[src/rtl/qfn_pkg.sv]
`timescale 1ns / 1ps
// ----------------------------------------------------------------------------
// qfn_pkg
// Shared types, constants and arithmetic steps for the quad frame pipeline.
// ----------------------------------------------------------------------------
package qfn_pkg;

    // Normal fraction bits (Q1.14)
    localparam int FRAC = 14;
    // |nz| at or above this selects the x reference axis (|nz|*100 > 99*2^F)
    localparam int AXIS_MIN = (99 * (1 << FRAC)) / 100 + 1;
    // Squared right length at or above this gets normalized (S*1e6 > 2^(2F))
    localparam longint NORM_MIN = ((64'sd1 <<< (2 * FRAC)) / 1000000) + 1;
    // Output clamp
    localparam int OUT_LIMIT = 65535;
    // Unit vector scale: r * 2^(F+8) / L
    localparam int UNIT_SHIFT = FRAC + 8;

    // Square root: radicand is S * 2^16
    localparam int RAD_W     = 48;
    localparam int ROOT_W    = RAD_W / 2;
    localparam int REM_W     = ROOT_W + 2;
    localparam int SQ_STEPS  = 2;
    localparam int SQ_STAGES = ROOT_W / SQ_STEPS;

    // Divider: 16 quotient bits
    localparam int QUO_W      = 16;
    localparam int NUM_W      = 18 + UNIT_SHIFT - 1;
    localparam int DIV_STEPS  = 2;
    localparam int DIV_STAGES = QUO_W / DIV_STEPS;

    // Item payload that travels the whole pipeline
    typedef struct packed {
        logic signed [19:0] ox;
        logic signed [19:0] oy;
        logic signed [19:0] oz;
        logic signed [15:0] nx;
        logic signed [15:0] ny;
        logic signed [15:0] nz;
        logic [15:0]        w;
        logic [15:0]        h;
        logic               xax;   // x reference axis in use
        logic signed [17:0] ra;    // first non-zero right component
        logic signed [17:0] rb;    // second non-zero right component
        logic               norm;  // right gets normalized
    } carry_t;

    typedef struct packed {
        logic [RAD_W-1:0]  rad;
        logic [REM_W-1:0]  rem;
        logic [ROOT_W-1:0] root;
    } sq_state_t;

    typedef struct packed {
        logic [ROOT_W-1:0] rem;
        logic [QUO_W-1:0]  low;
        logic [QUO_W-1:0]  quo;
    } div_state_t;

    // One digit of the integer square root
    function automatic sq_state_t sqrt_step(sq_state_t s);
        sq_state_t  o;
        logic [REM_W+1:0] r2;
        logic [REM_W+1:0] trial;
        o     = s;
        r2    = {s.rem, s.rad[RAD_W-1 -: 2]};
        trial = {2'b00, s.root, 2'b01};
        if (r2 >= trial)
        begin
            o.rem  = REM_W'(r2 - trial);
            o.root = {s.root[ROOT_W-2:0], 1'b1};
        end
        else
        begin
            o.rem  = REM_W'(r2);
            o.root = {s.root[ROOT_W-2:0], 1'b0};
        end
        o.rad = s.rad << 2;
        return o;
    endfunction

    // One bit of restoring division
    function automatic div_state_t div_step(div_state_t s, logic [ROOT_W-1:0] den);
        div_state_t o;
        logic [ROOT_W:0] r2;
        o  = s;
        r2 = {s.rem, s.low[QUO_W-1]};
        if (r2 >= {1'b0, den})
        begin
            o.rem = ROOT_W'(r2 - {1'b0, den});
            o.quo = {s.quo[QUO_W-2:0], 1'b1};
        end
        else
        begin
            o.rem = r2[ROOT_W-1:0];
            o.quo = {s.quo[QUO_W-2:0], 1'b0};
        end
        o.low = s.low << 1;
        return o;
    endfunction

    // Round half up at bit s, then clamp to the output range
    function automatic logic signed [16:0] sat_round(logic signed [51:0] v, int s);
        logic signed [51:0] t;
        t = (v + (52'sd1 <<< (s - 1))) >>> s;
        if (t > 52'(OUT_LIMIT))
            return 17'(OUT_LIMIT);
        else if (t < -52'(OUT_LIMIT))
            return -17'(OUT_LIMIT);
        else
            return t[16:0];
    endfunction

endpackage

[src/rtl/qfn_div.sv]
`timescale 1ns / 1ps
// ----------------------------------------------------------------------------
// qfn_div
// Two-lane pipelined divider: |r| * 2^(F+8) / L, rounded, two bits per stage.
// ----------------------------------------------------------------------------
module qfn_div (
    input  logic                          clk,
    input  logic                          rst_n,
    input  logic                          in_valid,
    output logic                          in_stall,
    input  qfn_pkg::carry_t               in_carry,
    input  logic [qfn_pkg::ROOT_W-1:0]    in_root,
    output logic                          out_valid,
    input  logic                          out_stall,
    output qfn_pkg::carry_t               out_carry,
    output logic [qfn_pkg::QUO_W-1:0]     out_qa,
    output logic [qfn_pkg::QUO_W-1:0]     out_qb
);

    localparam int NS = qfn_pkg::DIV_STAGES + 1;

    logic [NS-1:0]             vld_reg;
    logic [NS:0]               go;
    qfn_pkg::carry_t           c_reg [NS];
    logic [qfn_pkg::ROOT_W-1:0] den_reg [NS];
    qfn_pkg::div_state_t       a_reg [NS];
    qfn_pkg::div_state_t       b_reg [NS];
    qfn_pkg::div_state_t       a_next [NS];
    qfn_pkg::div_state_t       b_next [NS];
    logic [17:0]               mag_a, mag_b;
    logic [qfn_pkg::NUM_W-1:0] num_a, num_b;

    // Stage advance chain
    always_comb
    begin
        go[NS] = !out_stall;
        for (int k = NS - 1; k >= 0; k--)
            go[k] = !vld_reg[k] || go[k+1];
    end

    assign in_stall = !go[0];

    // Setup stage (rounded numerators), then quotient steps
    always_comb
    begin
        qfn_pkg::div_state_t ta, tb;
        mag_a = in_carry.ra[17] ? 18'(-in_carry.ra) : 18'(in_carry.ra);
        mag_b = in_carry.rb[17] ? 18'(-in_carry.rb) : 18'(in_carry.rb);
        num_a = (qfn_pkg::NUM_W'(mag_a) << qfn_pkg::UNIT_SHIFT)
              + qfn_pkg::NUM_W'(in_root >> 1);
        num_b = (qfn_pkg::NUM_W'(mag_b) << qfn_pkg::UNIT_SHIFT)
              + qfn_pkg::NUM_W'(in_root >> 1);
        a_next[0].rem = qfn_pkg::ROOT_W'(num_a >> qfn_pkg::QUO_W);
        a_next[0].low = num_a[qfn_pkg::QUO_W-1:0];
        a_next[0].quo = '0;
        b_next[0].rem = qfn_pkg::ROOT_W'(num_b >> qfn_pkg::QUO_W);
        b_next[0].low = num_b[qfn_pkg::QUO_W-1:0];
        b_next[0].quo = '0;
        for (int k = 1; k < NS; k++)
        begin
            ta = a_reg[k-1];
            tb = b_reg[k-1];
            for (int j = 0; j < qfn_pkg::DIV_STEPS; j++)
            begin
                ta = qfn_pkg::div_step(ta, den_reg[k-1]);
                tb = qfn_pkg::div_step(tb, den_reg[k-1]);
            end
            a_next[k] = ta;
            b_next[k] = tb;
        end
    end

    always_ff @(posedge clk or negedge rst_n)
    begin
        if (!rst_n)
        begin
            vld_reg <= '0;
        end
        else
        begin
            if (go[0])
                vld_reg[0] <= in_valid;
            for (int k = 1; k < NS; k++)
                if (go[k])
                    vld_reg[k] <= vld_reg[k-1];
        end
    end

    always_ff @(posedge clk)
    begin
        if (go[0])
        begin
            c_reg[0]   <= in_carry;
            den_reg[0] <= in_root;
            a_reg[0]   <= a_next[0];
            b_reg[0]   <= b_next[0];
        end
        for (int k = 1; k < NS; k++)
        begin
            if (go[k])
            begin
                c_reg[k]   <= c_reg[k-1];
                den_reg[k] <= den_reg[k-1];
                a_reg[k]   <= a_next[k];
                b_reg[k]   <= b_next[k];
            end
        end
    end

    assign out_valid = vld_reg[NS-1];
    assign out_carry = c_reg[NS-1];
    assign out_qa    = a_reg[NS-1].quo;
    assign out_qb    = b_reg[NS-1].quo;

endmodule

[config.mk]
export PLATFORM = sky130hd
export DESIGN_NAME = qfn_div
export DESIGN_NICKNAME = d
export VERILOG_FILES = /design/src/rtl/qfn_pkg.sv /design/src/rtl/qfn_div.sv
export SDC_FILE = /design/constraint.sdc
export NUM_CORES = 2
export LEC_CHECK = 0
export BUFFER_PORTS_ARGS = -buffer_cell sky130_fd_sc_hd__buf_2
export CAP_MARGIN = 25
export CORE_MARGIN = 1
export CORE_UTILIZATION = 40
export CTS_CLUSTER_SIZE = 40
export DETAILED_ROUTE_END_ITERATION = 10
export HOLD_SLACK_MARGIN = 0.05
export PLACE_DENSITY = 0.59
export REMOVE_ABC_BUFFERS = 1
export SETUP_SLACK_MARGIN = 0.02
export SLEW_MARGIN = 15
export SYNTH_ARGS = -nofsm -noshare
export SYNTH_HDL_FRONTEND = slang
export SYNTH_SLANG_ARGS = --single-unit
[constraint.sdc]
create_clock -name clk -period 56 [get_ports clk]
set_input_delay 5.6 -clock clk [delete_from_list [all_inputs] [get_ports clk]]
set_output_delay 5.6 -clock clk [all_outputs]
set_load 0.01 [all_outputs]
Word-level counts from Yosys, hierarchy flattened
Memories as Yosys holds them, arrays and structs flattened. Index checks and enable logic that the tools add are counted.

Register bits after elaboration: 9. Memory bits (writable): 2826. Input port bits: 206. Output and inout bits: 212. Word-level logic and storage cells: 185. Memories kept: 4.

Memory list: c_reg (words 9, width 178, read ports 9, clocked after memory_dff 0, wr ports 9, RTL line qfn_div.sv:24) `qfn_pkg::carry_t c_reg [NS];`; a_reg (words 9, width 56, read ports 9, clocked after memory_dff 0, wr ports 9, RTL line qfn_div.sv:26) `qfn_pkg::div_state_t a_reg [NS];`; b_reg (words 9, width 56, read ports 9, clocked after memory_dff 0, wr ports 9, RTL line qfn_div.sv:27) `qfn_pkg::div_state_t b_reg [NS];`; den_reg (words 9, width 24, read ports 8, clocked after memory_dff 0, wr ports 9, RTL line qfn_div.sv:25) `logic [qfn_pkg::ROOT_W-1:0] den_reg [NS];`.

Add/subtract/negate cells: 36. Order comparisons: 32. Mux-type cells: 84. Reductions and logical operators: 20.

Operators by type and width (number): greater-or-equal comparator 25 x 24 -> 1 bit (32); 2-to-1 mux 24 bit (32); subtractor 24 bit (32); adder 39 x 23 -> 39 bit (2); 2-to-1 mux 1 bit (50); 2-to-1 mux 17 bit (2); negator 17 bit (2); logical NOT 1 bit (11); logical OR 1 bit (9).

Logic depth before layout (Yosys ltp)
Word-level depth: 12. Gate-level depth with buffers: 28. Depth with buffers taken out: 24.

Worst setup path after synthesis
No wires, ideal clock.

Kind: input to output. From: in out_stall. To: out in_stall. Arrival: 21.003 ns. Data required time: 50.400 ns. Setup slack: 29.397 ns. Stages: 6. Buffers on the path: 0. Cell sequence: and3_1 and3_1 nand3_1 nor2_1 nand3_1 inv_1.

Word-level cells in the longest chain between the ends: 11.

Ends and longest elaborated chain: start, declared (RTL line qfn_div.sv:14) `input logic out_stall,`; logical NOT 1 bit (RTL line qfn_div.sv:36) `go[NS] = !out_stall;`; logical OR 1 bit (6 in a row) (RTL line qfn_div.sv:38) `go[k] = !vld_reg[k] || go[k+1];`; net go[3] (RTL line qfn_div.sv:23) `logic [NS:0] go;`; logical OR 1 bit (3 in a row) (RTL line qfn_div.sv:38); logical NOT 1 bit (RTL line qfn_div.sv:41) `assign in_stall = !go[0];`; end, declared (RTL line qfn_div.sv:10) `output logic in_stall,`.

The timed path passes the listed nets, and every way through them passes these cells.

Final worst setup path
Same ends and word-level chain as after synthesis.

==> reports/results.ini <==
[detailed_routing]
via_count = 69500
drc = 0
routed_wirelength_um = 292000
wl_per_cell_um = 22.5
drtAntennaViolNets = 0
drtIter0Drc = 5044
firstDrtPassIters = 6
viasPerCell = 5.35

[yosys]
ys_ff_latch = 2317
synthTopCellsByArea = edfxtp_1, ha_1, mux2_2
ys_top_cells_by_count = edfxtp_1, ha_1, a21oi_1
synth_cell_types = 92
synth_async_sr_flop_share = 0.00388
synth_top_area_share = 0.603
syn_avg_cell_area_um2 = 13.3
yosys_warnings = 0
yosysMostFrequentCell = edfxtp_1
synth_top_area_cell = edfxtp_1
synth_edf_count = 2308
ys_seq_area_frac = 0.605
yosys_most_used_dff = edfxtp_1
syn_area_mm2 = 0.115
syn_inst = 8634

[floorplan]
die_area_mm2 = 0.290
io_pins = 418
start_util = 0.403
core-area_mm2 = 0.285
std_cell_rows = 196
die_h_um = 538
die_w_um = 538

[clocking]
postCtsSetupRepairBufs = 0
clock_sinks = 2317
cts_inserted_buffers = 242
htree_levels = 4
ctsRootBufferMaster = clkbuf_16
cts_hold_buf = 0
clk_latency_ns = 0.92
tritoncts = done
cts_resized = 0
cts_buffer_depth = 4
clkSlewWorstSetupHoldPaths_ns = 0.06

[timing]
fin_tns_setup_ns = 0
fin_crit_sh = 0.265
fin_crit_ns = 14.85
fmax_ghz = 0.0673
rsz0062_at_grt = false
setup_viol = 0
fin_hold_ws_ns = 0.322
relSlewSlack = 0.313
slew_viol_final = 0
finalHoldViolations = 0
tightest_slew_ns = 1.02
skew_ns = 0.123

[finish]
stdcell_area_mm2 = 0.128
multi_input_area_mm2 = 0.0419
register_area_mm2 = 0.0695
syn2layout_area_growth_pct = 11.4
drive_above_1_share = 0.147
final_core_util = 0.449
nFillCells = 25500
nets = 10000
largest_register_ffs = 1602

[job]
cap_viol_max_count = 0

[global_route]
grt.total_usage = 0.199
grt_first_pass_wirelength_um = 432000
antenna_found_initial = 57
grt_remaining_overflow = 0
grt_max_degree = 144
grt_pass1_vias = 68900

[placed_design]
port_buffers = 417
dp_hpwl_um = 222000
dpl-instance-area_mm2 = 0.120
place.gp.congestion = 0.941

[critical_path]
worstPathCellList = buf_2 > and3_1 > and3_1 > nand3_4 > nor2_1 > nand3_4 > buf_4 > inv_1 > buf_2
critPathMaxStageDelay_ns = 0.79
crit_family = simple AND/OR/NAND/NOR gates
arrival_ns = 9.25
cp_slowest_cell = nor2_1
critPathBufInv = 4
crit_fanout = 44
worstSetupPathType = in -> out
cp-start-kind = primary input
end_kind = primary output
critPathRequiredTime_ns = 50.40

[outcome]
status = completed

[hold_path]
min_path_type = reg -> reg

## layout make-up
| type | instances | area share |
|---|---|---|
| multi-input combinational | 5570 | 0.327 |
| clock inverter | 155 | 0.0119 |
| sequential | 2317 | 0.543 |
| timing repair buffer | 485 | 0.0208 |
| clock buffer | 285 | 0.0485 |
| inverter | 408 | 0.0121 |
| tap | 3762 | 0.0367 |
| antenna | 15 | 0.000293 |
## through the flow
stage,cells,setup WS (ns)
after global routing,13000,40.77
after CTS,13000,41.04
after floorplan,8295,29.40
after global placement,12500,41.08
after detailed placement,12500,41.08
final,13000,41.15
## per-layer routing
metal	up-vias	track usage	wire (um)
met5	-	0	0
met4	0	0.0832	13500
met3	517	0.0190	11400
met2	1792	0.344	142000
met1	33800	0.254	125000
li1	33400	-	-
## final timing paths
path	startpoint	endpoint	slack (ns)	cells past startpoint
max	out_stall	in_stall	41.15	9
min	b_reg[0][289]$_DFFE_PP_	b_reg[0][347]$_DFFE_PP_	0.32	0
max reg2reg	den_reg[0][121]$_DFFE_PP_	a_reg[0][371]$_DFFE_PP_	47.73	23
min reg2reg	b_reg[0][289]$_DFFE_PP_	b_reg[0][347]$_DFFE_PP_	0.32	0
max in group asynchronous	rst_n	vld_reg[5]$_DFFE_PN0P_	51.25	1
min in group asynchronous	rst_n	vld_reg[3]$_DFFE_PN0P_	4.53	1
## kinds of logic after synthesis
kind of cell / synth area share
AOI/OAI and AO/OA: 0.111
xor gates and xnor gates: 0.0482
adders and majority gates: 0.0869
buffers and inverters: 0.0320
DFF: 0.605
muxes: 0.0454
and+or+nand+nor: 0.0719
## placed cells by master, fill, tap and decap left out, types with 218 or more instances in the layout
master / count
nor2_1: 437
buf_2: 417
edfxtp_1: 2308
clkbuf_16: 242
xor2_1: 218
a21oi_1: 574
mux2_2: 424
o21ai_0: 414
a21o_1: 297
inv_1: 401
xnor2_1: 415
ha_1: 752
nand2_1: 472
Power is left out: the tool's default activity adds up to more than one toggle a clock period on the data nets, which glitch-free logic cannot reach.
