File: config.mk
export PLATFORM = sky130hd
export DESIGN_NAME = qfn_sqrt
export DESIGN_NICKNAME = d
export VERILOG_FILES = /design/src/rtl/qfn_pkg.sv /design/src/rtl/qfn_sqrt.sv
export SDC_FILE = /design/constraint.sdc
export NUM_CORES = 2
export LEC_CHECK = 0
export ABC_AREA = 1
export BUFFER_PORTS_ARGS = -buffer_cell sky130_fd_sc_hd__buf_2
export CELL_PAD_IN_SITES_DETAIL_PLACEMENT = 1
export CELL_PAD_IN_SITES_GLOBAL_PLACEMENT = 1
export CORE_ASPECT_RATIO = 1.25
export CORE_MARGIN = 4
export CORE_UTILIZATION = 46
export CTS_BUF_LIST = sky130_fd_sc_hd__clkbuf_16
export CTS_CLUSTER_DIAMETER = 50
export DETAILED_ROUTE_END_ITERATION = 7
export PLACE_DENSITY_LB_ADDON = 0.1
export SYNTH_ARGS = -nofsm -noshare
export SYNTH_HDL_FRONTEND = slang
export SYNTH_SLANG_ARGS = --single-unit
File: constraint.sdc
create_clock -name clk -period 50 [get_ports clk]
set_clock_uncertainty 0.15 [all_clocks]
set_input_delay 2.5 -clock clk [delete_from_list [all_inputs] [get_ports clk]]
set_output_delay 2.5 -clock clk [all_outputs]
set_load 0.05 [all_outputs]
File: src/rtl/qfn_pkg.sv
`timescale 1ns / 1ps
// ----------------------------------------------------------------------------
// qfn_pkg
// Shared types, constants and arithmetic steps for the quad frame pipeline.
// ----------------------------------------------------------------------------
package qfn_pkg;

    // Normal fraction bits (Q1.14)
    localparam int FRAC = 14;
    // |nz| at or above this selects the x reference axis (|nz|*100 > 99*2^F)
    localparam int AXIS_MIN = (99 * (1 << FRAC)) / 100 + 1;
    // Squared right length at or above this gets normalized (S*1e6 > 2^(2F))
    localparam longint NORM_MIN = ((64'sd1 <<< (2 * FRAC)) / 1000000) + 1;
    // Output clamp
    localparam int OUT_LIMIT = 65535;
    // Unit vector scale: r * 2^(F+8) / L
    localparam int UNIT_SHIFT = FRAC + 8;

    // Square root: radicand is S * 2^16
    localparam int RAD_W     = 48;
    localparam int ROOT_W    = RAD_W / 2;
    localparam int REM_W     = ROOT_W + 2;
    localparam int SQ_STEPS  = 2;
    localparam int SQ_STAGES = ROOT_W / SQ_STEPS;

    // Divider: 16 quotient bits
    localparam int QUO_W      = 16;
    localparam int NUM_W      = 18 + UNIT_SHIFT - 1;
    localparam int DIV_STEPS  = 2;
    localparam int DIV_STAGES = QUO_W / DIV_STEPS;

    // Item payload that travels the whole pipeline
    typedef struct packed {
        logic signed [19:0] ox;
        logic signed [19:0] oy;
        logic signed [19:0] oz;
        logic signed [15:0] nx;
        logic signed [15:0] ny;
        logic signed [15:0] nz;
        logic [15:0]        w;
        logic [15:0]        h;
        logic               xax;   // x reference axis in use
        logic signed [17:0] ra;    // first non-zero right component
        logic signed [17:0] rb;    // second non-zero right component
        logic               norm;  // right gets normalized
    } carry_t;

    typedef struct packed {
        logic [RAD_W-1:0]  rad;
        logic [REM_W-1:0]  rem;
        logic [ROOT_W-1:0] root;
    } sq_state_t;

    typedef struct packed {
        logic [ROOT_W-1:0] rem;
        logic [QUO_W-1:0]  low;
        logic [QUO_W-1:0]  quo;
    } div_state_t;

    // One digit of the integer square root
    function automatic sq_state_t sqrt_step(sq_state_t s);
        sq_state_t  o;
        logic [REM_W+1:0] r2;
        logic [REM_W+1:0] trial;
        o     = s;
        r2    = {s.rem, s.rad[RAD_W-1 -: 2]};
        trial = {2'b00, s.root, 2'b01};
        if (r2 >= trial)
        begin
            o.rem  = REM_W'(r2 - trial);
            o.root = {s.root[ROOT_W-2:0], 1'b1};
        end
        else
        begin
            o.rem  = REM_W'(r2);
            o.root = {s.root[ROOT_W-2:0], 1'b0};
        end
        o.rad = s.rad << 2;
        return o;
    endfunction

    // One bit of restoring division
    function automatic div_state_t div_step(div_state_t s, logic [ROOT_W-1:0] den);
        div_state_t o;
        logic [ROOT_W:0] r2;
        o  = s;
        r2 = {s.rem, s.low[QUO_W-1]};
        if (r2 >= {1'b0, den})
        begin
            o.rem = ROOT_W'(r2 - {1'b0, den});
            o.quo = {s.quo[QUO_W-2:0], 1'b1};
        end
        else
        begin
            o.rem = r2[ROOT_W-1:0];
            o.quo = {s.quo[QUO_W-2:0], 1'b0};
        end
        o.low = s.low << 1;
        return o;
    endfunction

    // Round half up at bit s, then clamp to the output range
    function automatic logic signed [16:0] sat_round(logic signed [51:0] v, int s);
        logic signed [51:0] t;
        t = (v + (52'sd1 <<< (s - 1))) >>> s;
        if (t > 52'(OUT_LIMIT))
            return 17'(OUT_LIMIT);
        else if (t < -52'(OUT_LIMIT))
            return -17'(OUT_LIMIT);
        else
            return t[16:0];
    endfunction

endpackage

File: src/rtl/qfn_sqrt.sv
`timescale 1ns / 1ps
// ----------------------------------------------------------------------------
// qfn_sqrt
// Pipelined integer square root, two result bits per stage.
// ----------------------------------------------------------------------------
module qfn_sqrt (
    input  logic                          clk,
    input  logic                          rst_n,
    input  logic                          in_valid,
    output logic                          in_stall,
    input  qfn_pkg::carry_t               in_carry,
    input  logic [qfn_pkg::RAD_W-1:0]     in_rad,
    output logic                          out_valid,
    input  logic                          out_stall,
    output qfn_pkg::carry_t               out_carry,
    output logic [qfn_pkg::ROOT_W-1:0]    out_root
);

    localparam int NS = qfn_pkg::SQ_STAGES;

    logic [NS-1:0]        vld_reg;
    logic [NS:0]          go;
    qfn_pkg::carry_t      c_reg [NS];
    qfn_pkg::sq_state_t   s_reg [NS];
    qfn_pkg::sq_state_t   s_next [NS];

    // Stage advance chain
    always_comb
    begin
        go[NS] = !out_stall;
        for (int k = NS - 1; k >= 0; k--)
            go[k] = !vld_reg[k] || go[k+1];
    end

    assign in_stall = !go[0];

    // Digit steps per stage
    always_comb
    begin
        qfn_pkg::sq_state_t tmp;
        tmp.rad  = in_rad;
        tmp.rem  = '0;
        tmp.root = '0;
        for (int j = 0; j < qfn_pkg::SQ_STEPS; j++)
            tmp = qfn_pkg::sqrt_step(tmp);
        s_next[0] = tmp;
        for (int k = 1; k < NS; k++)
        begin
            tmp = s_reg[k-1];
            for (int j = 0; j < qfn_pkg::SQ_STEPS; j++)
                tmp = qfn_pkg::sqrt_step(tmp);
            s_next[k] = tmp;
        end
    end

    always_ff @(posedge clk or negedge rst_n)
    begin
        if (!rst_n)
        begin
            vld_reg <= '0;
        end
        else
        begin
            if (go[0])
                vld_reg[0] <= in_valid;
            for (int k = 1; k < NS; k++)
                if (go[k])
                    vld_reg[k] <= vld_reg[k-1];
        end
    end

    always_ff @(posedge clk)
    begin
        if (go[0])
        begin
            c_reg[0] <= in_carry;
            s_reg[0] <= s_next[0];
        end
        for (int k = 1; k < NS; k++)
        begin
            if (go[k])
            begin
                c_reg[k] <= c_reg[k-1];
                s_reg[k] <= s_next[k];
            end
        end
    end

    assign out_valid = vld_reg[NS-1];
    assign out_carry = c_reg[NS-1];
    assign out_root  = s_reg[NS-1].root;

endmodule

* Word-level counts from Yosys, hierarchy flattened *
Memory sizes are Yosys's and may differ from the RTL's.
Index checks and enable logic that the tools add are counted.
Widths: inputs -> output; s select.

operators by class
  add/sub/neg operators = 24
  multiply operators = 0
  div/mod/pow operators = 0
  order comparisons = 24
  eq/ne operators = 0
  shift-type cells = 0
  mux-type cells = 48
  bitwise logic cells = 0
  reductions and logical operators = 26

operator list
  kind                 number
  $mux 50              24
  $ge 28x26->1         23
  $sub 26x26->26       23
  $mux 1               24
  $logic_not 1->1      14
  $logic_or 1x1->1     12
  $sub 2x1->3 const B  1
  $ge 2x1->1 const B   1

word-level totals
  bits in registers = 12
  bits in latches = 0
  memory bits (writable) = 3264
  memory bits (read-only) = 0
  bits of input ports = 230
  output and inout port bits = 204
  logic and storage cells = 136
  memories kept = 2

memory list
  memory  words  bits a word  read ports  clocked after Yosys merged registers in  write ports  line            text
  c_reg   12     178          12          0                                        12           qfn_sqrt.sv:23  qfn_pkg::carry_t c_reg [NS];
  s_reg   12     94           12          0                                        12           qfn_sqrt.sv:24  qfn_pkg::sq_state_t s_reg [NS];

* Logic depth before layout (Yosys ltp) *
  word-level depth = 15
  mapped depth = 32
  gate-level depth less buffers = 29

* Worst setup path after synthesis *
OpenSTA, ideal clock, no wires.

  kind = input to output
  start point = input out_stall
  end point = output in_stall
  arrival = 52.926 ns
  required time = 47.350 ns
  slack = -5.576 ns
  stages on the path = 20
  path buffers = 0
  cells stage by stage = nand2_1 nor2_1 inv_1 nor2_1 inv_1 nor2_1 inv_1 nor2_1 inv_1 nor2_1 inv_1 nor2_1 inv_1 nor2_1 inv_1 nor2_1 nand2_1 nor2_1 nand2_1 inv_1

between the ends
  cells in the longest elaborated chain, start to end = 14

ends and longest elaborated chain
  what                           line            text
  start: declaration             qfn_sqrt.sv:14  input logic out_stall,
  $logic_not 1->1                qfn_sqrt.sv:30  go[NS] = !out_stall;
  $logic_or 1x1->1 (2 in a row)  qfn_sqrt.sv:32  go[k] = !vld_reg[k] || go[k+1];
  net go[10]                     qfn_sqrt.sv:22  logic [NS:0] go;
  $logic_or 1x1->1               qfn_sqrt.sv:32
  net go[9]                      qfn_sqrt.sv:22
  $logic_or 1x1->1               qfn_sqrt.sv:32
  net go[8]                      qfn_sqrt.sv:22
  $logic_or 1x1->1               qfn_sqrt.sv:32
  net go[7]                      qfn_sqrt.sv:22
  [1 not listed]                 -
  net go[6]                      qfn_sqrt.sv:22
  $logic_or 1x1->1               qfn_sqrt.sv:32
  net go[5]                      qfn_sqrt.sv:22
  $logic_or 1x1->1               qfn_sqrt.sv:32
  net go[4]                      qfn_sqrt.sv:22
  $logic_or 1x1->1 (2 in a row)  qfn_sqrt.sv:32
  net go[2]                      qfn_sqrt.sv:22
  $logic_or 1x1->1 (2 in a row)  qfn_sqrt.sv:32
  $logic_not 1->1                qfn_sqrt.sv:35  assign in_stall = !go[0];
  end: declaration               qfn_sqrt.sv:10  output logic in_stall,

The timed path passes the listed nets, and every way through them passes these cells.

* Worst setup path in the final report *
  start point = input out_stall
  end point = output in_stall

between the ends
  cells in the longest elaborated chain, start to end = 14

ends and longest elaborated chain
  what                           line
  $logic_not 1->1                qfn_sqrt.sv:30
  $logic_or 1x1->1               qfn_sqrt.sv:32
  net go[11]                     qfn_sqrt.sv:22
  $logic_or 1x1->1               qfn_sqrt.sv:32
  net go[10]                     qfn_sqrt.sv:22
  $logic_or 1x1->1               qfn_sqrt.sv:32
  net go[9]                      qfn_sqrt.sv:22
  $logic_or 1x1->1               qfn_sqrt.sv:32
  net go[8]                      qfn_sqrt.sv:22
  [1 not listed]                 -
  net go[7]                      qfn_sqrt.sv:22
  [1 not listed]                 -
  net go[6]                      qfn_sqrt.sv:22
  $logic_or 1x1->1               qfn_sqrt.sv:32
  net go[5]                      qfn_sqrt.sv:22
  $logic_or 1x1->1               qfn_sqrt.sv:32
  net go[4]                      qfn_sqrt.sv:22
  $logic_or 1x1->1 (2 in a row)  qfn_sqrt.sv:32
  net go[2]                      qfn_sqrt.sv:22
  $logic_or 1x1->1 (2 in a row)  qfn_sqrt.sv:32
  $logic_not 1->1                qfn_sqrt.sv:35

The timed path passes the listed nets, and every way through them passes these cells.

==> out/results.ini <==
[critical_path]
path_max_fanout = 129
rrSetupSlack_ps = 39250
reg2regPathDepth = 21
critPathKind = in -> out
crit_path_start_kind = input pin
r2r_start = vld_reg[11]
end_kind = primary output
arrival_ps = 11410
required_ps = 47350
setup.worst_path.start = out_stall
crit-reg2reg-capture = c_reg[0][253]

[clock_network]
clkLatencyLatePin_ps = 870
postCtsResizedCells = 0
cts_tree = built
postCtsHoldBufs = 0
root_buffer = clkbuf_16
path_clk_slew_ps = 60
clock-sinks = 2837
htree_levels = 5
cts_buffer_depth = 4
cts_buffers = 304
post_cts_buffers = 0

[floorplanning]
initial_core_util_pct = 46.3
die_h_microns = 574
fp.coreArea_sq_mm = 0.255
die_area_sq_mm = 0.265
die_w_microns = 461
io_pins = 434
placementRows = 207

[detailed_routing]
wire_per_inst_microns = 23.4
drc_errors = 0
drt_first_pass_iters = 7
dr.first_iter.drc_count = 4681
wl_mm = 316
vias = 69800
via_per_inst = 5.15
ant_nets = 0

[outcome]
status = completed

[pwr]
p_clk_share_pct = 26.5
seq_power_share_pct = 49.4
internal-power_uw = 5350
combPwrFrac_pct = 24.1
powerDensity_mw_per_mm2 = 60.5
p_leak_uw = 0.0540
power_uw = 8000
swShare_pct = 33.1
power_switching_uw = 2650
vdd_ir_drop_max_v = 0.0000356

[timing]
hold_viol_final = 0
period_minus_slack_ps = 14060
slew_headroom_pct = 21.3
max_freq_mhz = 71.1
grt_setup_unrepaired = no
maxSlewViolCount = 0
fin_ws_ps = 35940
tightest_slew_ps = 1180
period_share_pct = 28.1
setup_tns_ps = 0
hold-worst-slack_ps = 228
setup-violations-final = 0

[placement]
place_ws_ps = 35680
dp_cells = 13000
portBuffers = 433
hpwl_mm = 242
gp_congestion = 0.925

[final_layout]
final_cells = 13500
drive_gt1_share_pct = 10.3
nNetsFinal = 10500
final_cell_mix = edfxtp_1 (2,825), nand2_1 (2,318), inv_1 (1,116)
largest_reg_flops = 2136
area_growth_pct = 12.1
layout_commonest_cell = edfxtp_1

[yosys]
ys_seq_area_share_pct = 72.2
syn_area_sq_mm = 0.118
synth_cells = 9460
synth_cell_type_count = 59
synth.avg_cell_area_sq_um = 12.5
synth_warnings = 0
ys_seq_elements = 2837

[worst_hold_path]
whs_endpoint = s_reg[0][281]
min_path_cells = 0
min-delay-path-class = reg -> reg
hold_start = s_reg[0][183]

[global_route]
grt_pass1_wl_mm = 473
grt_usage_pct = 24.0
grt_max_degree = 130
antenna_found_initial = 42
grt_pass1_vias = 74400
gr-total-overflow = 0

[run]
maxCapViolations = 0

[power by group through the flow]
stage,combinational [uW],sequential (uW),clock [uW]
after floorplan,1330,3860,0
after global placement,1900,3960,0
after detailed placement,1940,4010,0
after CTS,1950,3970,2180
after global routing,2150,4030,2300
final,1930,3950,2120
[worst max-delay path by stage]
stage                     cells after the start  slack (ps)  endpoint
after CTS                                    22       35590  in_stall
after detailed placement                     22       35680  in_stall
after floorplan                              20        1350  in_stall
after global placement                       22       35790  in_stall
after global routing                         22       35050  in_stall
final                                        22       35940  in_stall
[layout make-up]
class                      count  area [sq um]
antenna                       16          40.0
clock buffer                 309          7730
clock inverter               225          1770
fill                       26300        123000
inverter                    1094          4170
multi-input combinational   5253         26800
sequential                  2837         85100
tap                         3344          4180
timing repair buffer         467          2460
[kinds of logic (layout without fill, tap and decap cells)]
kind of cell               count (synthesis)  in the layout  synth area share, %
AOI/OAI and AO/OA                        781            781                 3.63
xor gates and xnor gates                 245            245                 1.82
adders and majority gates                321            321                 3.40
buffers and inverters                   1371           2095                 5.15
DFF                                     2837           2837                 72.2
muxes                                      2              2               0.0170
other                                      1             18              0.00318
and+or+nand+nor                         3902           3902                 13.8
[metrics by stage]
step / area (sq um) / util [%]
after floorplan: 118000 / -
after global placement: 123000 / 48.2
after detailed placement: 123000 / 48.2
after CTS: 132000 / 51.9
after global routing: 132000 / 51.9
final: 132000 / 51.9
[critical path, stage by stage]
cell and delay [ps]:
buf_2 110, nand2_4 320, nor2_1 440, inv_8 290, nor2_1 450, inv_8 350
nor2_1 420, inv_8 350, nor2_1 430, inv_8 260, nor2_1 370, inv_8 380
nor2_1 500, inv_8 330, nor2_1 300, clkinvlp_4 430, nor2_1 710, nand2_8 480
nor2_1 710, nand2_8 520, inv_1 190, buf_2 290
[synth_stat cells (all sizes together)]
library cell  count  area share (%)
edfxtp         2825              72
nand2          2351             7.6
inv            1094             3.5
nor2            747             2.5
nand3           496             2.2
a21oi           358             1.6
ha              321             3.4
o21ai           307             1.3
buf             252             1.6
xor2            149             1.1
nand4           134            0.71
xnor2            96            0.71
nor3             84            0.39
nand3b           37            0.24
o21bai           26            0.17
or2              26            0.14
a31oi            25            0.13
clkbuf           25           0.080
o21a             24            0.15
a21o             14           0.089
dfrtp            12            0.25
nor4             11           0.058
and2              9           0.048
a21boi            7           0.045
o211ai            6           0.038
nor3b             4           0.025
a211oi            3           0.019
a221oi            2           0.015
and3              2           0.011
mux2i             2           0.017
o2111ai           2           0.015
o221ai            2           0.015
a32o              1          0.0085
a41oi             1          0.0074
conb              1          0.0032
nor2b             1          0.0053
o211a             1          0.0085
o221a             1          0.0095
o22ai             1          0.0053
[routing by layer]
metal	vias to the layer above	part of all wire, %	global-route usage (%)
li1	33400	-	-
met1	34400	39	29.0
met2	1431	53	43.5
met3	544	4.0	2.93
met4	6	4.3	9.35
met5	-	0.014	0
Power figures use the tool's default switching activity.
