$ cat src/rtl/qfn_pkg.sv
`timescale 1ns / 1ps
// ----------------------------------------------------------------------------
// qfn_pkg
// Shared types, constants and arithmetic steps for the quad frame pipeline.
// ----------------------------------------------------------------------------
package qfn_pkg;

    // Normal fraction bits (Q1.14)
    localparam int FRAC = 14;
    // |nz| at or above this selects the x reference axis (|nz|*100 > 99*2^F)
    localparam int AXIS_MIN = (99 * (1 << FRAC)) / 100 + 1;
    // Squared right length at or above this gets normalized (S*1e6 > 2^(2F))
    localparam longint NORM_MIN = ((64'sd1 <<< (2 * FRAC)) / 1000000) + 1;
    // Output clamp
    localparam int OUT_LIMIT = 65535;
    // Unit vector scale: r * 2^(F+8) / L
    localparam int UNIT_SHIFT = FRAC + 8;

    // Square root: radicand is S * 2^16
    localparam int RAD_W     = 48;
    localparam int ROOT_W    = RAD_W / 2;
    localparam int REM_W     = ROOT_W + 2;
    localparam int SQ_STEPS  = 2;
    localparam int SQ_STAGES = ROOT_W / SQ_STEPS;

    // Divider: 16 quotient bits
    localparam int QUO_W      = 16;
    localparam int NUM_W      = 18 + UNIT_SHIFT - 1;
    localparam int DIV_STEPS  = 2;
    localparam int DIV_STAGES = QUO_W / DIV_STEPS;

    // Item payload that travels the whole pipeline
    typedef struct packed {
        logic signed [19:0] ox;
        logic signed [19:0] oy;
        logic signed [19:0] oz;
        logic signed [15:0] nx;
        logic signed [15:0] ny;
        logic signed [15:0] nz;
        logic [15:0]        w;
        logic [15:0]        h;
        logic               xax;   // x reference axis in use
        logic signed [17:0] ra;    // first non-zero right component
        logic signed [17:0] rb;    // second non-zero right component
        logic               norm;  // right gets normalized
    } carry_t;

    typedef struct packed {
        logic [RAD_W-1:0]  rad;
        logic [REM_W-1:0]  rem;
        logic [ROOT_W-1:0] root;
    } sq_state_t;

    typedef struct packed {
        logic [ROOT_W-1:0] rem;
        logic [QUO_W-1:0]  low;
        logic [QUO_W-1:0]  quo;
    } div_state_t;

    // One digit of the integer square root
    function automatic sq_state_t sqrt_step(sq_state_t s);
        sq_state_t  o;
        logic [REM_W+1:0] r2;
        logic [REM_W+1:0] trial;
        o     = s;
        r2    = {s.rem, s.rad[RAD_W-1 -: 2]};
        trial = {2'b00, s.root, 2'b01};
        if (r2 >= trial)
        begin
            o.rem  = REM_W'(r2 - trial);
            o.root = {s.root[ROOT_W-2:0], 1'b1};
        end
        else
        begin
            o.rem  = REM_W'(r2);
            o.root = {s.root[ROOT_W-2:0], 1'b0};
        end
        o.rad = s.rad << 2;
        return o;
    endfunction

    // One bit of restoring division
    function automatic div_state_t div_step(div_state_t s, logic [ROOT_W-1:0] den);
        div_state_t o;
        logic [ROOT_W:0] r2;
        o  = s;
        r2 = {s.rem, s.low[QUO_W-1]};
        if (r2 >= {1'b0, den})
        begin
            o.rem = ROOT_W'(r2 - {1'b0, den});
            o.quo = {s.quo[QUO_W-2:0], 1'b1};
        end
        else
        begin
            o.rem = r2[ROOT_W-1:0];
            o.quo = {s.quo[QUO_W-2:0], 1'b0};
        end
        o.low = s.low << 1;
        return o;
    endfunction

    // Round half up at bit s, then clamp to the output range
    function automatic logic signed [16:0] sat_round(logic signed [51:0] v, int s);
        logic signed [51:0] t;
        t = (v + (52'sd1 <<< (s - 1))) >>> s;
        if (t > 52'(OUT_LIMIT))
            return 17'(OUT_LIMIT);
        else if (t < -52'(OUT_LIMIT))
            return -17'(OUT_LIMIT);
        else
            return t[16:0];
    endfunction

endpackage

$ cat src/rtl/qfn_setup.sv
`timescale 1ns / 1ps
// ----------------------------------------------------------------------------
// qfn_setup
// Picks the reference axis, forms the raw right axis and its squared length.
// ----------------------------------------------------------------------------
module qfn_setup (
    input  logic                          clk,
    input  logic                          rst_n,
    input  logic                          in_valid,
    output logic                          in_stall,
    input  logic signed [19:0]            origin_x,
    input  logic signed [19:0]            origin_y,
    input  logic signed [19:0]            origin_z,
    input  logic signed [15:0]            facing_x,
    input  logic signed [15:0]            facing_y,
    input  logic signed [15:0]            facing_z,
    input  logic [15:0]                   quad_width,
    input  logic [15:0]                   quad_height,
    output logic                          out_valid,
    input  logic                          out_stall,
    output qfn_pkg::carry_t               out_carry,
    output logic [qfn_pkg::RAD_W-1:0]     out_rad
);

    logic [2:0]             vld_reg;
    logic [3:0]             go;
    qfn_pkg::carry_t        c1_reg, c1_next;
    qfn_pkg::carry_t        c2_reg;
    qfn_pkg::carry_t        c3_reg, c3_next;
    logic [31:0]            sqa_reg, sqa_next;
    logic [31:0]            sqb_reg, sqb_next;
    logic [qfn_pkg::RAD_W-1:0] rad_reg, rad_next;
    logic signed [16:0]     nz_ext;
    logic [16:0]            anz;
    logic signed [35:0]     pa;
    logic signed [35:0]     pb;
    logic [32:0]            sum;

    // Stage advance chain
    always_comb
    begin
        go[3] = !out_stall;
        go[2] = !vld_reg[2] || go[3];
        go[1] = !vld_reg[1] || go[2];
        go[0] = !vld_reg[0] || go[1];
    end

    assign in_stall = !go[0];

    // Stage 1: axis choice and raw right axis
    always_comb
    begin
        nz_ext      = 17'(facing_z);
        anz         = nz_ext[16] ? 17'(-nz_ext) : 17'(nz_ext);
        c1_next.ox  = origin_x;
        c1_next.oy  = origin_y;
        c1_next.oz  = origin_z;
        c1_next.nx  = facing_x;
        c1_next.ny  = facing_y;
        c1_next.nz  = facing_z;
        c1_next.w   = quad_width;
        c1_next.h   = quad_height;
        c1_next.xax = (anz >= 17'(qfn_pkg::AXIS_MIN));
        c1_next.ra  = c1_next.xax ? -18'(facing_z) : -18'(facing_y);
        c1_next.rb  = c1_next.xax ? 18'(facing_y) : 18'(facing_x);
        c1_next.norm = 1'b0;
    end

    // Stage 2: squares
    always_comb
    begin
        pa       = c1_reg.ra * c1_reg.ra;
        pb       = c1_reg.rb * c1_reg.rb;
        sqa_next = pa[31:0];
        sqb_next = pb[31:0];
    end

    // Stage 3: length test and radicand
    always_comb
    begin
        sum          = {1'b0, sqa_reg} + {1'b0, sqb_reg};
        c3_next      = c2_reg;
        c3_next.norm = (64'(sum) >= 64'(qfn_pkg::NORM_MIN));
        rad_next     = {sum[31:0], 16'h0000};
    end

    always_ff @(posedge clk or negedge rst_n)
    begin
        if (!rst_n)
        begin
            vld_reg <= '0;
        end
        else
        begin
            if (go[0]) vld_reg[0] <= in_valid;
            if (go[1]) vld_reg[1] <= vld_reg[0];
            if (go[2]) vld_reg[2] <= vld_reg[1];
        end
    end

    always_ff @(posedge clk)
    begin
        if (go[0])
        begin
            c1_reg <= c1_next;
        end
        if (go[1])
        begin
            c2_reg  <= c1_reg;
            sqa_reg <= sqa_next;
            sqb_reg <= sqb_next;
        end
        if (go[2])
        begin
            c3_reg  <= c3_next;
            rad_reg <= rad_next;
        end
    end

    assign out_valid = vld_reg[2];
    assign out_carry = c3_reg;
    assign out_rad   = rad_reg;

endmodule

$ cat config.mk
export PLATFORM = sky130hd
export DESIGN_NAME = qfn_setup
export DESIGN_NICKNAME = d
export VERILOG_FILES = /design/src/rtl/qfn_pkg.sv /design/src/rtl/qfn_setup.sv
export SDC_FILE = /design/constraint.sdc
export NUM_CORES = 2
export LEC_CHECK = 0
export ABC_CLOCK_PERIOD_IN_PS = 8700
export BUFFER_PORTS_ARGS = -buffer_cell sky130_fd_sc_hd__buf_4
export CORE_MARGIN = 1
export CORE_UTILIZATION = 60
export DETAILED_ROUTE_END_ITERATION = 16
export MAX_ROUTING_LAYER = met4
export PLACE_DENSITY = 0.86
export RECOVER_POWER = 100
export SLEW_MARGIN = 25
export SYNTH_ARGS = -nofsm -noshare
export SYNTH_HDL_FRONTEND = slang
export SYNTH_SLANG_ARGS = --single-unit
$ cat constraint.sdc
create_clock -name clk -period 8.7 [get_ports clk]
set_input_delay 0.87 -clock clk [delete_from_list [all_inputs] [get_ports clk]]
set_output_delay 0.87 -clock clk [all_outputs]
set_load 0.01 [all_outputs]
Word level (Yosys, flattened, before mapping)
Cells that the tools add are included.
Widths: inputs -> output; s select.
{"block": "totals", "reg_bits": 631, "wordCells": 59, "out_inout_bits": 228, "inputBits": 144}
{"block": "classes", "reduce_logical": 8, "addsub": 4, "n_mux": 3, "n_mul": 2, "magnitude_cmp": 2}
{"cell": "$mul 18x18->32", "count": 2}
{"cell": "$mux 18", "count": 2}
{"cell": "$neg 16->18", "count": 2}
{"cell": "$add 32x32->33", "count": 1}
{"cell": "$ge 33x9->1 const B", "count": 1}
{"cell": "$ge 17x14->1 const B", "count": 1}
{"cell": "$mux 17", "count": 1}
{"cell": "$neg 16->17", "count": 1}
{"cell": "$logic_not 1->1", "count": 5}
{"cell": "$logic_or 1x1->1", "count": 3}

Logic depth before layout (Yosys ltp)
{"block": "logic_depth", "depth_word": 5, "mapped_depth": 26, "depth_no_buf": 24}

Worst setup path before layout
Ideal clock, no wire load.
{"block": "synth_timing", "kind": "input to register", "startpoint": "in out_stall", "endpoint": "reg c2_reg[100] (netlist bit) (enable)", "path_stages": 1, "arrival_ns": 6.121, "setup_ns": 2.415, "slack_ns": 0.164, "path_buffers": 0, "t_required_ns": 6.285, "path_cell_list": "nand3_1"}
{"block": "synth_between", "elab_chain_len": 3}
{"item": "start, declared", "line": "qfn_setup.sv:20", "text": "input logic out_stall,"}
{"item": "$logic_not 1->1", "line": "qfn_setup.sv:42", "text": "go[3] = !out_stall;"}
{"item": "$logic_or 1x1->1", "line": "qfn_setup.sv:43", "text": "go[2] = !vld_reg[2] || go[3];"}
{"item": "$logic_or 1x1->1", "line": "qfn_setup.sv:44", "text": "go[1] = !vld_reg[1] || go[2];"}
{"item": "end signal, assigned", "line": "qfn_setup.sv:109", "text": "c2_reg <= c1_reg;"}
{"item": "end, declared", "line": "qfn_setup.sv:28", "text": "qfn_pkg::carry_t c2_reg;"}
No other way between the ends.
A chain may end at the register's enable or synchronous reset.

Worst setup path in the final report
{"block": "layout_timing", "startpoint": "reg c1_reg[17] (netlist bit)", "endpoint": "reg sqb_reg[27] (data pin)"}
{"block": "layout_between", "elab_chain_len": 1}
{"item": "start, declared", "line": "qfn_setup.sv:27", "text": "qfn_pkg::carry_t c1_reg, c1_next;"}
{"item": "start signal, assigned", "line": "qfn_setup.sv:105", "text": "c1_reg <= c1_next;"}
{"item": "$mul 18x18->32", "line": "qfn_setup.sv:73", "text": "pb = c1_reg.rb * c1_reg.rb;"}
{"item": "net pb[27]", "line": "qfn_setup.sv:36", "text": "logic signed [35:0] pb;"}
{"item": "end signal, assigned", "line": "qfn_setup.sv:111", "text": "sqb_reg <= sqb_next;"}
{"item": "end, declared", "line": "qfn_setup.sv:31", "text": "logic [31:0] sqb_reg, sqb_next;"}
The timed path passes the listed nets, and every way through them passes these cells.

==> flow_results.xml <==
<?xml version="1.0" encoding="UTF-8"?>
<metrics>
  <group name="outcome">
    <metric name="outcome" unit="">complete, but fails checks</metric>
    <metric name="failing_checks" unit="">max-capacitance violations, max-slew violations</metric>
  </group>
  <group name="synthesis">
    <metric name="yosys_register_bits" unit="">621</metric>
    <metric name="synth_edf_count" unit="">618</metric>
    <metric name="async_reset_ff_frac" unit="">0.00483</metric>
    <metric name="synth-main-ff-cell" unit="">sky130_fd_sc_hd__edfxtp_1</metric>
    <metric name="yosys_warnings" unit="">0</metric>
    <metric name="synth_top_area_frac" unit="">0.452</metric>
    <metric name="synth_seq_area_share" unit="">0.454</metric>
    <metric name="synth.top_cells.by_area" unit="">sky130_fd_sc_hd__edfxtp_1 (45%), sky130_fd_sc_hd__fa_1 (25%), sky130_fd_sc_hd__inv_1 (7.1%)</metric>
    <metric name="post_synth_num_cell_types" unit="">77</metric>
    <metric name="synthesis.area_per_instance" unit="um2">12.9</metric>
    <metric name="number_of_cells_produced_by_synthesis" unit="">3197</metric>
    <metric name="post_synth_instance_area" unit="mm2">0.0411</metric>
    <metric name="synthDominantAreaCellType" unit="">sky130_fd_sc_hd__edfxtp_1</metric>
  </group>
  <group name="grt">
    <metric name="grt_start_max_net_pins" unit="">177</metric>
    <metric name="vias_in_the_first_global_route" unit="">27500</metric>
    <metric name="grt_antenna_before_repair" unit="">11</metric>
    <metric name="first_pass_grt_wire_length" unit="um">160000</metric>
    <metric name="globalRouteTotalUtil" unit="">0.314</metric>
    <metric name="grt_overflow" unit="">0</metric>
  </group>
  <group name="floorplanning">
    <metric name="die_h" unit="um">264</metric>
    <metric name="core_rows" unit="">95</metric>
    <metric name="ioPinCount" unit="">372</metric>
    <metric name="dieArea" unit="mm2">0.0695</metric>
    <metric name="die_w" unit="um">264</metric>
    <metric name="design.core.area" unit="mm2">0.0675</metric>
    <metric name="effective_utilization_at_floorplan" unit="">0.609</metric>
  </group>
  <group name="timing">
    <metric name="rsz0062_at_grt" unit="">false</metric>
    <metric name="slew_headroom" unit="">-2.12</metric>
    <metric name="final_min_period_over_clock_period" unit="">0.877</metric>
    <metric name="final_max_slew_viol_count" unit="">648</metric>
    <metric name="fin_crit" unit="ps">7630</metric>
    <metric name="worst-slew-pin-transition" unit="ps">4680</metric>
    <metric name="max_freq" unit="MHz">131</metric>
    <metric name="report.final.hold_viol_count" unit="">0</metric>
    <metric name="worst_clock_skew" unit="ps">85.6</metric>
    <metric name="totalNegativeSetupSlack" unit="ps">0</metric>
    <metric name="final-setup-viol-count" unit="">0</metric>
  </group>
  <group name="final_layout">
    <metric name="final_common_cell" unit="">sky130_fd_sc_hd__inv_1</metric>
    <metric name="max_reg_flops" unit="">176</metric>
    <metric name="fin_nets" unit="">4460</metric>
    <metric name="mostFrequentLayoutCells" unit="">sky130_fd_sc_hd__inv_1 (779), sky130_fd_sc_hd__edfxtp_1 (618), sky130_fd_sc_hd__fa_1 (518)</metric>
    <metric name="final_core_util" unit="">0.674</metric>
    <metric name="layout_cell_share_with_drive_strength_beyond_1" unit="">0.0516</metric>
    <metric name="syn2layout_area_growth" unit="%">10.7</metric>
  </group>
  <group name="flow_run">
    <metric name="max-cap-violations" unit="">10</metric>
  </group>
  <group name="routing">
    <metric name="detail_route.first_pass.iterations" unit="">7</metric>
    <metric name="route.detailed.vias_per_inst" unit="">5.70</metric>
    <metric name="routedWlPerCell" unit="um">22.8</metric>
    <metric name="drc" unit="">0</metric>
    <metric name="detail_route.wirelength" unit="um">103000</metric>
    <metric name="vias" unit="">25700</metric>
    <metric name="drt-initial-drc-count" unit="">2726</metric>
    <metric name="final_antenna_net_count" unit="">0</metric>
  </group>
  <group name="cts">
    <metric name="htree_num_levels" unit="">2</metric>
    <metric name="clkLatencyLatePin" unit="ps">680</metric>
    <metric name="clock_sinks" unit="">621</metric>
    <metric name="clock_tree.root_cell" unit="">sky130_fd_sc_hd__clkbuf_16</metric>
    <metric name="cts.path.max_buffers" unit="">3</metric>
    <metric name="postCtsSetupBuffers" unit="">0</metric>
    <metric name="numCtsBuffers" unit="">60</metric>
    <metric name="cts_tree" unit="">yes</metric>
    <metric name="clkSlewWorstSetupHoldPaths" unit="ps">70</metric>
  </group>
  <group name="worst_hold_path">
    <metric name="hold_path_class" unit="">input port to flip-flop</metric>
    <metric name="hold_startpoint" unit="">origin_y[15]</metric>
  </group>
  <group name="critical_path">
    <metric name="worstSetupStartpointType" unit="">flip-flop</metric>
    <metric name="crit_arrival" unit="ps">7970</metric>
    <metric name="crit_fanout" unit="">25</metric>
    <metric name="critical_path.reg2reg.startpoint" unit="">c1_reg[17]</metric>
    <metric name="setup.reg_to_reg.worst_slack" unit="ps">1070</metric>
    <metric name="worst-endpoint-required" unit="ps">9050</metric>
    <metric name="critical_path.endpoint_type" unit="">flip-flop</metric>
    <metric name="setup.worst_path.class" unit="">flip-flop to flip-flop</metric>
    <metric name="critPathLaunch" unit="">c1_reg[17]</metric>
  </group>
  <group name="placement">
    <metric name="routability_congestion_estimate_from_global_placement" unit="">0.954</metric>
    <metric name="hpwl_after_detailed_placement" unit="um">73100</metric>
    <metric name="place.port_buffers" unit="">355</metric>
  </group>
</metrics>
==> repair_timing <==
action                                  4_1_cts  5_1_grt
resized for setup                             0        0
endpoints found under the setup margin        0        0
hold buffers                                  1        0
hold endpoints to repair                      3        0
==> logic make-up after synthesis <==
logic type	share of synthesized area
xor gates and xnor gates	0.0281
AOI/OAI and AO/OA	0.0362
other	0.0000913
buffers and inverters	0.0807
and+or+nand+nor	0.0677
DFF	0.454
adders and majority gates	0.322
muxes	0.0115
==> path summary, 6_finish.rpt <==
path | end | cells past startpoint
setup reg to reg | sqb_reg[27] | 22
setup / recovery | sqb_reg[27] | 22
hold / removal | c1_reg[153] | 1
max in group asynchronous | vld_reg[2] | 2
hold reg to reg | out_carry[106] | 0
min in group asynchronous | vld_reg[0] | 2
==> area by class of cell <==
cell class,count,area [um2]
Fill cell,4634,22000
Multi-Input combinational cell,1735,19100
Sequential cell,621,18600
Inverter,779,2920
Timing Repair Buffer,373,1710
Clock buffer,76,1600
Tap cell,873,1090
Clock inverter,37,402
Antenna cell,11,27.5
==> stage by stage <==
stage | hold slack [ps] | area [um2] | std cells | worst slack (ps)
after floorplan | 400 | 41100 | 3212 | 164
after global placement | 400 | 44700 | 4379 | 1570
after detailed placement | 405 | 44700 | 4379 | 1460
after CTS | 352 | 46700 | 4493 | 1400
after global routing | 373 | 45500 | 4504 | 824
final | 384 | 45500 | 4505 | 1070
==> per-layer routing <==
metal | vias to the layer above | part of all wire | global-route usage | wire length, um
met2 | 1514 | 0.51 | 0.528 | 52100
met5 | - | 0 | - | 0
met4 | 0 | 0.055 | 0.143 | 5600
met3 | 383 | 0.095 | 0.0629 | 9720
met1 | 12800 | 0.34 | 0.366 | 35200
li1 | 11000 | - | - | -
==> cell usage after synthesis (7+ instances only) <==
library cell	n
sky130_fd_sc_hd__a21o_1	31
sky130_fd_sc_hd__and3_1	10
sky130_fd_sc_hd__nor2b_1	12
sky130_fd_sc_hd__nand4_1	7
sky130_fd_sc_hd__xor2_1	39
sky130_fd_sc_hd__nand3_1	28
sky130_fd_sc_hd__or3_1	13
sky130_fd_sc_hd__o21bai_1	13
sky130_fd_sc_hd__mux2_2	7
sky130_fd_sc_hd__xnor2_1	93
sky130_fd_sc_hd__edfxtp_1	618
sky130_fd_sc_hd__o21a_1	9
sky130_fd_sc_hd__ha_1	228
sky130_fd_sc_hd__mux2i_1	20
sky130_fd_sc_hd__inv_1	779
sky130_fd_sc_hd__clkbuf_1	51
sky130_fd_sc_hd__nor3_1	32
sky130_fd_sc_hd__a21oi_1	62
sky130_fd_sc_hd__mux2_4	13
sky130_fd_sc_hd__a31oi_1	15
sky130_fd_sc_hd__nand2b_1	26
sky130_fd_sc_hd__nand2_1	242
sky130_fd_sc_hd__o21ai_0	34
sky130_fd_sc_hd__and2_1	78
sky130_fd_sc_hd__fa_1	518
sky130_fd_sc_hd__buf_4	18
sky130_fd_sc_hd__nor2_1	90
==> worst max-delay path: stages, from the launching register on <==
cell and delay [ps]:
sky130_fd_sc_hd__edfxtp_1 370, sky130_fd_sc_hd__clkbuf_1 1090, sky130_fd_sc_hd__nand2_1 360, sky130_fd_sc_hd__fa_1 620
sky130_fd_sc_hd__fa_1 530, sky130_fd_sc_hd__inv_1 50, sky130_fd_sc_hd__ha_1 260, sky130_fd_sc_hd__inv_1 50
sky130_fd_sc_hd__fa_1 500, sky130_fd_sc_hd__inv_1 60, sky130_fd_sc_hd__fa_1 530, sky130_fd_sc_hd__inv_1 50
sky130_fd_sc_hd__fa_1 480, sky130_fd_sc_hd__inv_1 40, sky130_fd_sc_hd__ha_1 320, sky130_fd_sc_hd__a21oi_1 340
sky130_fd_sc_hd__nor2_1 90, sky130_fd_sc_hd__a21oi_1 130, sky130_fd_sc_hd__o311ai_0 320, sky130_fd_sc_hd__o31ai_1 590
sky130_fd_sc_hd__o21ai_0 230, sky130_fd_sc_hd__a21oi_1 230, sky130_fd_sc_hd__xnor2_1 90
Power is not shown: default switching activity piles up to over one toggle a cycle in this logic, so the estimate is an artifact.
